**src/bqeq_pkg.sv**
```systemverilog
// Shared types, constants and fixed-point helpers for the biquad cascade equalizer.
package bqeq_pkg;

   localparam int NumBandsDef    = 10;
   localparam int MaxChannelsDef = 2;
   localparam int NumSlots       = 5;
   localparam int MaskBits       = 10;
   localparam int HistRowW       = 128;

   localparam logic [31:0] GainReset = 32'h1000_0000;

   localparam logic CmdSample = 1'b0;
   localparam logic CmdCoef   = 1'b1;

   localparam logic [2:0] SlotB0 = 3'd0;
   localparam logic [2:0] SlotB1 = 3'd1;
   localparam logic [2:0] SlotB2 = 3'd2;
   localparam logic [2:0] SlotA1 = 3'd3;
   localparam logic [2:0] SlotA2 = 3'd4;

   localparam logic [1:0] RegBypass = 2'd0;
   localparam logic [1:0] RegGain   = 2'd1;
   localparam logic [1:0] RegMask   = 2'd2;

   typedef struct packed {
      logic               cmd;
      logic               channel;
      logic signed [15:0] sample_in;
      logic [3:0]         coef_band;
      logic [2:0]         coef_slot;
      logic signed [31:0] coef_value;
      logic               end_of_block;
   } req_type;

   typedef struct packed {
      logic signed [15:0] sample_out;
      logic               channel_out;
      logic               end_of_block_out;
   } rsp_type;

   typedef struct packed {
      logic       clr_we;
      logic       pre_mul;
      logic       pre_rnd;
      logic       hist_rd;
      logic       mac_vld;
      logic [2:0] mac_slot;
      logic       wb;
      logic       fin;
      logic       fin_pass;
   } dp_cmd_type;

   // Q.36 product -> Q24.8, round half up, saturate to 32 bits
   function automatic logic signed [31:0] round_q28(input logic signed [63:0] p);
      logic signed [63:0] t;
      t = (p + 64'sd134217728) >>> 28;
      if (t > 64'sh0000_0000_7FFF_FFFF)
         return 32'sh7FFF_FFFF;
      else if (t < -64'sh0000_0000_8000_0000)
         return 32'sh8000_0000;
      else
         return t[31:0];
   endfunction

   function automatic logic signed [31:0] sat_addsub(input logic signed [31:0] a,
                                                     input logic signed [31:0] b,
                                                     input logic sub);
      logic signed [32:0] s;
      s = sub ? ({a[31], a} - {b[31], b}) : ({a[31], a} + {b[31], b});
      if (s[32] != s[31])
         return s[32] ? 32'sh8000_0000 : 32'sh7FFF_FFFF;
      else
         return s[31:0];
   endfunction

   // Q24.8 -> integer, truncate toward zero, clamp to 16 bits
   function automatic logic signed [15:0] to_out16(input logic signed [31:0] v);
      logic signed [31:0] t;
      t = (v + (v[31] ? 32'sd255 : 32'sd0)) >>> 8;
      if (t > 32'sd32767)
         return 16'sh7FFF;
      else if (t < -32'sd32768)
         return 16'sh8000;
      else
         return t[15:0];
   endfunction

endpackage

```
**src/bqeq_ctrl.sv**
```systemverilog
// Sequencer for the equalizer: history clear, preamp, band scan, MAC issue and result handoff.
module bqeq_ctrl #(
   parameter int NUM_BANDS    = bqeq_pkg::NumBandsDef,
   parameter int MAX_CHANNELS = bqeq_pkg::MaxChannelsDef
) (
   input  logic                                 clock,
   input  logic                                 reset,
   input  logic                                 req_valid,
   input  logic                                 req_cmd,
   input  logic                                 req_channel,
   input  logic                                 bypass_on,
   input  logic [bqeq_pkg::MaskBits-1:0]        band_enable_mask,
   input  logic                                 out_free,
   output logic                                 req_ready,
   output logic                                 out_load,
   output bqeq_pkg::dp_cmd_type                 dp_cmd,
   output logic [$clog2(NUM_BANDS+1)-1:0]       band,
   output logic [((NUM_BANDS*MAX_CHANNELS > 1) ?
                  $clog2(NUM_BANDS*MAX_CHANNELS) : 1)-1:0] clr_row
);

   localparam int Rows   = NUM_BANDS * MAX_CHANNELS;
   localparam int RowAw  = (Rows > 1) ? $clog2(Rows) : 1;
   localparam int BandW  = $clog2(NUM_BANDS + 1);
   localparam int MaskW  = bqeq_pkg::MaskBits;

   localparam logic [3:0] StClear = 4'd0;
   localparam logic [3:0] StIdle  = 4'd1;
   localparam logic [3:0] StPre   = 4'd2;
   localparam logic [3:0] StRnd   = 4'd3;
   localparam logic [3:0] StScan  = 4'd4;
   localparam logic [3:0] StMac   = 4'd5;
   localparam logic [3:0] StDrain = 4'd6;
   localparam logic [3:0] StWb    = 4'd7;
   localparam logic [3:0] StFin   = 4'd8;
   localparam logic [3:0] StDone  = 4'd9;

   // MAC pipeline: coef read, multiply, round, accumulate
   localparam logic [2:0] DrainLast = 3'd2;

   logic [3:0]       state_ff, state_in;
   logic [BandW-1:0] band_ff, band_in;
   logic [2:0]       slot_ff, slot_in;
   logic [RowAw-1:0] clr_ff, clr_in;
   logic             pass_ff, pass_in;
   logic [MaskW-1:0] band_bit;
   logic             band_on;

   assign band_bit = MaskW'(1) << band_ff;
   assign band_on  = |(band_enable_mask & band_bit);

   always_comb begin
      state_in = state_ff;
      band_in  = band_ff;
      slot_in  = slot_ff;
      clr_in   = clr_ff;
      pass_in  = pass_ff;
      req_ready = 1'b0;
      out_load  = 1'b0;
      dp_cmd    = '0;
      case (state_ff)
         StClear: begin
            dp_cmd.clr_we = 1'b1;
            if (clr_ff == RowAw'(Rows - 1)) begin
               state_in = StIdle;
            end else begin
               clr_in = clr_ff + 1'b1;
            end
         end
         StIdle: begin
            req_ready = 1'b1;
            if (req_valid && req_cmd == bqeq_pkg::CmdSample) begin
               pass_in  = bypass_on || (32'(req_channel) >= 32'(MAX_CHANNELS));
               band_in  = '0;
               state_in = pass_in ? StFin : StPre;
            end
         end
         StPre: begin
            dp_cmd.pre_mul = 1'b1;
            state_in = StRnd;
         end
         StRnd: begin
            dp_cmd.pre_rnd = 1'b1;
            state_in = StScan;
         end
         StScan: begin
            if (band_ff == BandW'(NUM_BANDS)) begin
               state_in = StFin;
            end else if (band_on) begin
               dp_cmd.hist_rd = 1'b1;
               slot_in  = bqeq_pkg::SlotB0;
               state_in = StMac;
            end else begin
               band_in = band_ff + 1'b1;
            end
         end
         StMac: begin
            dp_cmd.mac_vld  = 1'b1;
            dp_cmd.mac_slot = slot_ff;
            if (slot_ff == bqeq_pkg::SlotA2) begin
               slot_in  = '0;
               state_in = StDrain;
            end else begin
               slot_in = slot_ff + 1'b1;
            end
         end
         StDrain: begin
            if (slot_ff == DrainLast) begin
               state_in = StWb;
            end else begin
               slot_in = slot_ff + 1'b1;
            end
         end
         StWb: begin
            dp_cmd.wb = 1'b1;
            band_in  = band_ff + 1'b1;
            state_in = StScan;
         end
         StFin: begin
            dp_cmd.fin      = 1'b1;
            dp_cmd.fin_pass = pass_ff;
            state_in = StDone;
         end
         StDone: begin
            if (out_free) begin
               out_load = 1'b1;
               state_in = StIdle;
            end
         end
         default: begin
            state_in = StIdle;
         end
      endcase
   end

   always_ff @(posedge clock) begin
      if (reset) begin
         state_ff <= StClear;
         band_ff  <= '0;
         slot_ff  <= '0;
         clr_ff   <= '0;
         pass_ff  <= 1'b0;
      end else begin
         state_ff <= state_in;
         band_ff  <= band_in;
         slot_ff  <= slot_in;
         clr_ff   <= clr_in;
         pass_ff  <= pass_in;
      end
   end

   assign band    = band_ff;
   assign clr_row = clr_ff;

endmodule

```
**config.mk**
```make
export PLATFORM = sky130hd
export DESIGN_NAME = bqeq_ctrl
export DESIGN_NICKNAME = d
export VERILOG_FILES = /design/src/bqeq_pkg.sv /design/src/bqeq_ctrl.sv
export SDC_FILE = /design/constraint.sdc
export NUM_CORES = 1
export LEC_CHECK = 0
export BUFFER_PORTS_ARGS = -buffer_cell sky130_fd_sc_hd__clkbuf_2
export CAP_MARGIN = 5
export CORE_ASPECT_RATIO = 0.6
export CORE_MARGIN = 4
export CORE_UTILIZATION = 39
export DETAILED_ROUTE_END_ITERATION = 7
export PLACE_DENSITY = 0.6
export RECOVER_POWER = 50
export SYNTH_ARGS = -nofsm -noshare
export SYNTH_HDL_FRONTEND = slang
export SYNTH_SLANG_ARGS = --single-unit
```
**constraint.sdc**
```tcl
create_clock -name clock -period 2.25 [get_ports clock]
set_input_delay 0.225 -clock clock [delete_from_list [all_inputs] [get_ports clock]]
set_output_delay 0.225 -clock clock [all_outputs]
set_load 0.005 [all_outputs]
```
==> results of run 1 <==
-- critical path: stages, from the launching register on --
cell and delay [ns]:
dfxtp_2 0.37, inv_1 0.11, ha_2 0.24, a22oi_1 0.21
a32oi_2 0.15, or2_2 0.32, nand2_1 0.06, a211oi_1 0.05
clkbuf_2 0.14
-- Yosys cell counts (3+ instances only) --
cell type	number
a22oi_1	3
dfxtp_1	17
o21ai_0	7
nor3_1	8
ha_1	10
nand2_1	14
buf_2	4
mux2i_1	3
inv_1	8
a211oi_1	4
a21oi_1	11
nor2_1	12
clkbuf_1	4
nor2b_1	5
nand2b_1	9
xor2_1	3
nand3_1	8
-- area by class of cell --
type	count	area (sq um)
clock inverters	1	7.51
fillers	322	1660
well taps	45	56.3
flip-flops and latches	17	344
clock buffers	3	41.3
multi-input cells	132	906
repair buffers	42	214
inverters	8	30.0
-- flip-flops by register name (all words and copies together), names as in the netlist --
| register | cells |
|---|---|
| state_ff | 4 |
| band | 4 |
| pass_ff | 1 |
| clr_row | 5 |
| slot_ff | 3 |
-- routing by layer --
layer / GRT usage / wire length (microns)
met5: 0 / 0
met4: 0.0109 / 0
met3: 0.0529 / 250
met2: 0.263 / 1550
met1: 0.242 / 1740
-- power groups by stage --
| stage | logic (W) | clock network, W | registers (W) |
|---|---|---|---|
| 5_1_grt | 0.000307 | 0.000253 | 0.000378 |
| 3_5_place_dp | 0.000278 | 0 | 0.000381 |
| 3_3_place_gp | 0.000275 | 0 | 0.000379 |
| 2_1_floorplan | 0.000188 | 0 | 0.000367 |
| 4_1_cts | 0.000282 | 0.000247 | 0.000374 |
| 6_report | 0.000267 | 0.000244 | 0.000372 |
-- through the flow --
| stage | setup WS [ns] | total power [W] |
|---|---|---|
| after floorplan | 0.426 | 0.000555 |
| after global placement | 0.232 | 0.000655 |
| after detailed placement | 0.115 | 0.000659 |
| after CTS | 0.0460 | 0.000903 |
| after global routing | 0.00652 | 0.000938 |
| final | 0.115 | 0.000883 |
-- worst paths after layout --
check | end | from | cells past startpoint | slack, ns
worst max-delay path | dp_cmd[7] | band[0] | 8 | 0.12
worst min-delay path | pass_ff | bypass_on | 3 | 0.24
worst max register to register | band[2] | band[0] | 8 | 0.23
worst min register to register | pass_ff | pass_ff | 2 | 0.46
-- cells by family (layout without fill, tap and decap cells) --
group / after synthesis / after routing / synth area share
flops: 17 / 17 / 0.258
compound gates: 41 / 41 / 0.226
fa+ha+maj: 10 / 10 / 0.0947
mux: 3 / 3 / 0.0227
xor+xnor: 4 / 4 / 0.0265
simple gates: 74 / 74 / 0.312
buf+inv: 18 / 54 / 0.0606
-- what timing repair did --
action,4_1_cts,5_1_grt
pin swaps,1,0
gates resized for setup,4,4
endpoints found under the setup margin,1,4
setup buffers,1,0
hold buffers,0,0
-- layout by cell type, fill, tap and decap left out, types with 4 or more instances in the layout --
cell type and n:
nand2b_1 10, nor2b_1 5, nand3_1 8, nor2_1 12, clkbuf_2 33, buf_4 4, ha_1 8, inv_1 8
o21ai_0 7, clkbuf_1 5, a21oi_1 11, nand2_1 14, nor3_1 8, dfxtp_1 14
==> reports/results.tsv, run 1 <==
metric	value	unit
leakage	0.651	nW
Clock Tree Root	clkbuf_8	
Synth Net Count	194	
number of buffers created by CTS	3	
status	complete, no violations	
row cnt	16	
area delta synth->final	21.0	%
clk sink count	17	
CP Max Fanout	5	
Max clock buf depth	2	
Layout Utilization	0.490	
Crit Path Category	reg -> out	
CTS clk-pin slew, worst paths	0.08	ns
Slew HR	0.614	
main area contributors after synthesis	dfxtp_1, ha_1, nand2b_1	
global placement routability congestion	0.860	
Initial Util	0.405	
WP data required	2.03	ns
pin count of the biggest net entering global routing	20	
post-synthesis average cell area	7.91	sq um
share of post-route cells with drive strength above 1	0.266	
Post-synth EDFFs	0	
RSZ-0062 raised after global routing	no	
worst skew pair latency	0.26	ns
CTS HTree Levels	1	
Post-Layout Cell Count	248	
Die Wd	83.1	microns
register bit total from synthesis	17	
Synth area leader	dfxtp_1	
Final Instance Area	0.00160	sq mm
first-pass GRT wire length	6020	microns
Power Dens Cells	552	mW/mm^2
warnings from Yosys	0	
fin. max-slew vios	0	
number of port buffers	37	
vias in the first global route	1198	
Clock power frac	0.276	
Slew @ Worst Pin	0.573	ns
logic gate share of total power	0.302	
Die ar.	0.00441	sq mm
hold slack	0.242	ns
register area share after synthesis	0.258	
crit path time final	2.13	ns
asr flop ratio synth	0	
max_cap viols	0	
TritonCTS clock tree	done	
WL final	3540	microns
sw frac	0.351	
detailed-route via count	1310	
Synth Cell Area	0.00132	sq mm
GRT overflow	0	
fin crit share	0.949	
P_sw	0.000310	W
Iter 0 DRT Violations	119	
Fin Clk Skew	0.00972	ns
initial antenna violation count	0	
I/O pins	39	
Synth Flop Type	dfxtp_1	
DR vias/cell	5.28	
Flop pwr share	0.421	
Nets	231	
worst hold path type	in -> reg	
total global-route track usage	0.170	
Setup Viol. Count Final	0	
ant diodes	0	
Die H	53.1	microns
crit path launch type	flip-flop	
core box area	0.00326	sq mm
placed cell area	0.00154	sq mm
Final Hold Vio Count	0	
setup tns final	0	ns
DRC violation count after routing	0	
DR WL/cell	14.3	microns
worst ir drop on vdd	291	uV
placed insts	243	
Syn Inst Count	167	
synth unique cells	50	
critical path arrival	1.91	ns
Initial DRT Pass Iterations	4	
hpwl dp	2770	microns
remaining antenna violation count	0	
Pint	0.000573	W
Synth top area share	0.258	
Worst setup EP type	output port	
max frequency	468	MHz
Power figures use the tool's default switching activity.
==> inputs of run 2 (changes only) <==
--- a/config.mk
+++ b/config.mk
@@ -10,9 +10,12 @@
 export CORE_ASPECT_RATIO = 0.6
 export CORE_MARGIN = 4
 export CORE_UTILIZATION = 39
+export CTS_BUF_LIST = sky130_fd_sc_hd__clkbuf_4 sky130_fd_sc_hd__clkbuf_8
+export CTS_CLUSTER_DIAMETER = 50
 export DETAILED_ROUTE_END_ITERATION = 7
 export PLACE_DENSITY = 0.6
 export RECOVER_POWER = 50
+export SETUP_SLACK_MARGIN = 0.05
 export SYNTH_ARGS = -nofsm -noshare
 export SYNTH_HDL_FRONTEND = slang
 export SYNTH_SLANG_ARGS = --single-unit
==> reports/results.tsv, run 2 (synthesis results as in run 1) <==
metric	value	unit	change
pin count of the biggest net entering global routing	20		unchanged
Post-Layout Cell Count	248		unchanged
Reg2Reg Depth	8		unchanged
DRC violation count after routing	0		unchanged
Slew HR	0.616		+0.00117
hold path cells	3		unchanged
critical path arrival	1.91	ns	about the same
vias in the first global route	1198		unchanged
WP data required	2.03	ns	about the same
Nets	231		unchanged
CTS clk-pin slew, worst paths	0.08	ns	about the same
Slowest-stage cell, CP	dfxtp_2		
max_cap viols	0		unchanged
DR WL/cell	14.3	microns	+0.34%
Die H	53.1	microns	unchanged
max frequency	468	MHz	about the same
fin crit share	0.949		about the same
core box area	0.00326	sq mm	unchanged
GRT overflow	0		unchanged
worst ir drop on vdd	295	uV	+1.0%
number of port buffers	37		unchanged
total global-route track usage	0.170		unchanged
Critical R2R Capture	band[2]		
flip-flop count of the largest register after layout	5		unchanged
Die Wd	83.1	microns	unchanged
Slew @ Worst Pin	0.571	ns	-0.00174 ns
Setup Viol. Count Final	0		unchanged
Iter 0 DRT Violations	97		-18%
Worst setup EP type	output port		
Final Hold Vio Count	0		unchanged
Initial DRT Pass Iterations	4		unchanged
placed insts	243		unchanged
flop-to-flop setup slack	0.23	ns	about the same
initial antenna violation count	0		unchanged
FILL cells	321		-0.31%
CP max stage delay	0.37	ns	about the same
Critical Path, Cell by Cell	inv_1 -> ha_2 -> a22oi_1 -> a32oi_2 -> or2_2 -> nand2_1 -> a211oi_1 -> clkbuf_2		
worst hold endpoint	pass_ff		
setup tns final	0	ns	unchanged
crit path time final	2.14	ns	+0.000778 ns
Max clock buf depth	2		unchanged
I/O pins	39		unchanged
hold slack	0.241	ns	-0.00129 ns
number of buffers created by CTS	3		unchanged
Buf/Inv on CP	2		unchanged
global placement routability congestion	0.860		unchanged
FF-to-FF Start	band[0]		
CP Max Fanout	5		unchanged
CP delay by family, top	compound AO/OA/AOI/OAI gates		
worst skew pair latency	0.26	ns	about the same
DR vias/cell	5.32		+0.76%
Crit Path Category	reg -> out		
detailed-route via count	1320		+0.76%
leakage	0.654	nW	+0.47%
hold_buf cts	0		unchanged
status	complete, no violations		
first-pass GRT wire length	6020	microns	unchanged
clk sink count	17		unchanged
RSZ-0062 raised after global routing	yes		
Power, Total	0.000893	W	+1.1%
commonest non-fill, non-tap cell in the layout	clkbuf_2		
Clock Tree Root	clkbuf_8		
area delta synth->final	21.8	%	
min-delay src	bypass_on		
worst hold path type	in -> reg		
hpwl dp	2770	microns	unchanged
Initial Util	0.405		unchanged
Fin Clk Skew	0.0106	ns	+0.000906 ns
most frequent cells in the layout	clkbuf_2, nand2_1, dfxtp_1		
Die ar.	0.00441	sq mm	unchanged
ant diodes	0		unchanged
fin. max-slew vios	0		unchanged
crit path launch type	flip-flop		
WL final	3550	microns	+0.34%
remaining antenna violation count	0		unchanged
row cnt	16		unchanged
Layout Utilization	0.493		+0.00307
TritonCTS clock tree	done		
CTS HTree Levels	1		unchanged
share of post-route cells with drive strength above 1	0.276		+0.00985
Power Dens Cells	555	mW/mm^2	+0.42%
run 2: routing by layer:
layer / GRT usage / wire length [microns]
met1: 0.242 / 1760
met2: 0.263 / 1530
met3: 0.0529 / 256
met4: 0.0109 / 0
met5: 0 / 0
run 2: worst max path at each step:
stage	from	end	slack (ns)	depth (start not counted)
3_3_place_gp	band[0]	dp_cmd[7]	0.23	8
2_1_floorplan	band[2]	band[2]	0.43	8
5_1_grt	band[0]	dp_cmd[7]	0.007	8
6_report	band[0]	dp_cmd[7]	0.11	8
3_5_place_dp	band[0]	dp_cmd[7]	0.12	8
4_1_cts	band[0]	dp_cmd[7]	0.11	8
run 2: layout make-up:
class	count	area (sq um)	share of cell area
multi-input combinational	132	916	0.569
inverter	8	30.0	0.0187
sequential	17	344	0.214
tap	45	56.3	0.0350
clock buffer	3	41.3	0.0257
timing repair buffer	42	214	0.133
clock inverter	1	7.51	0.00467
run 2: worst min-delay path, delay by kind of cell:
kind | cells | cell delay [ns]
buffers and inverters | 1 | 0.10
AND/OR/NAND/NOR | 1 | 0.07
AO/OA/AOI/OAI | 1 | 0.06
run 2: stage by stage:
step / cell area, sq um / setup slack, ns
after floorplan: 1320 / 0.426
after global placement: 1540 / 0.232
after detailed placement: 1540 / 0.115
after CTS: 1620 / 0.114
after global routing: 1610 / 0.00652
final: 1610 / 0.115
run 2: where the power goes:
part	leakage, nW	total, W	internal [W]	switching, W
registers	0.139	0.000373	0.000328	0.0000455
clock network	0.0217	0.000244	0.000125	0.000119
logic	0.493	0.000275	0.000126	0.000149
total	0.654	0.000893	0.000578	0.000314
run 2: repair_timing:
item | 4_1_cts | 5_1_grt
setup buffers | 1 | 0
pin swaps | 1 | 0
setup endpoints to repair | 1 | 4
gates resized for setup | 6 | 4
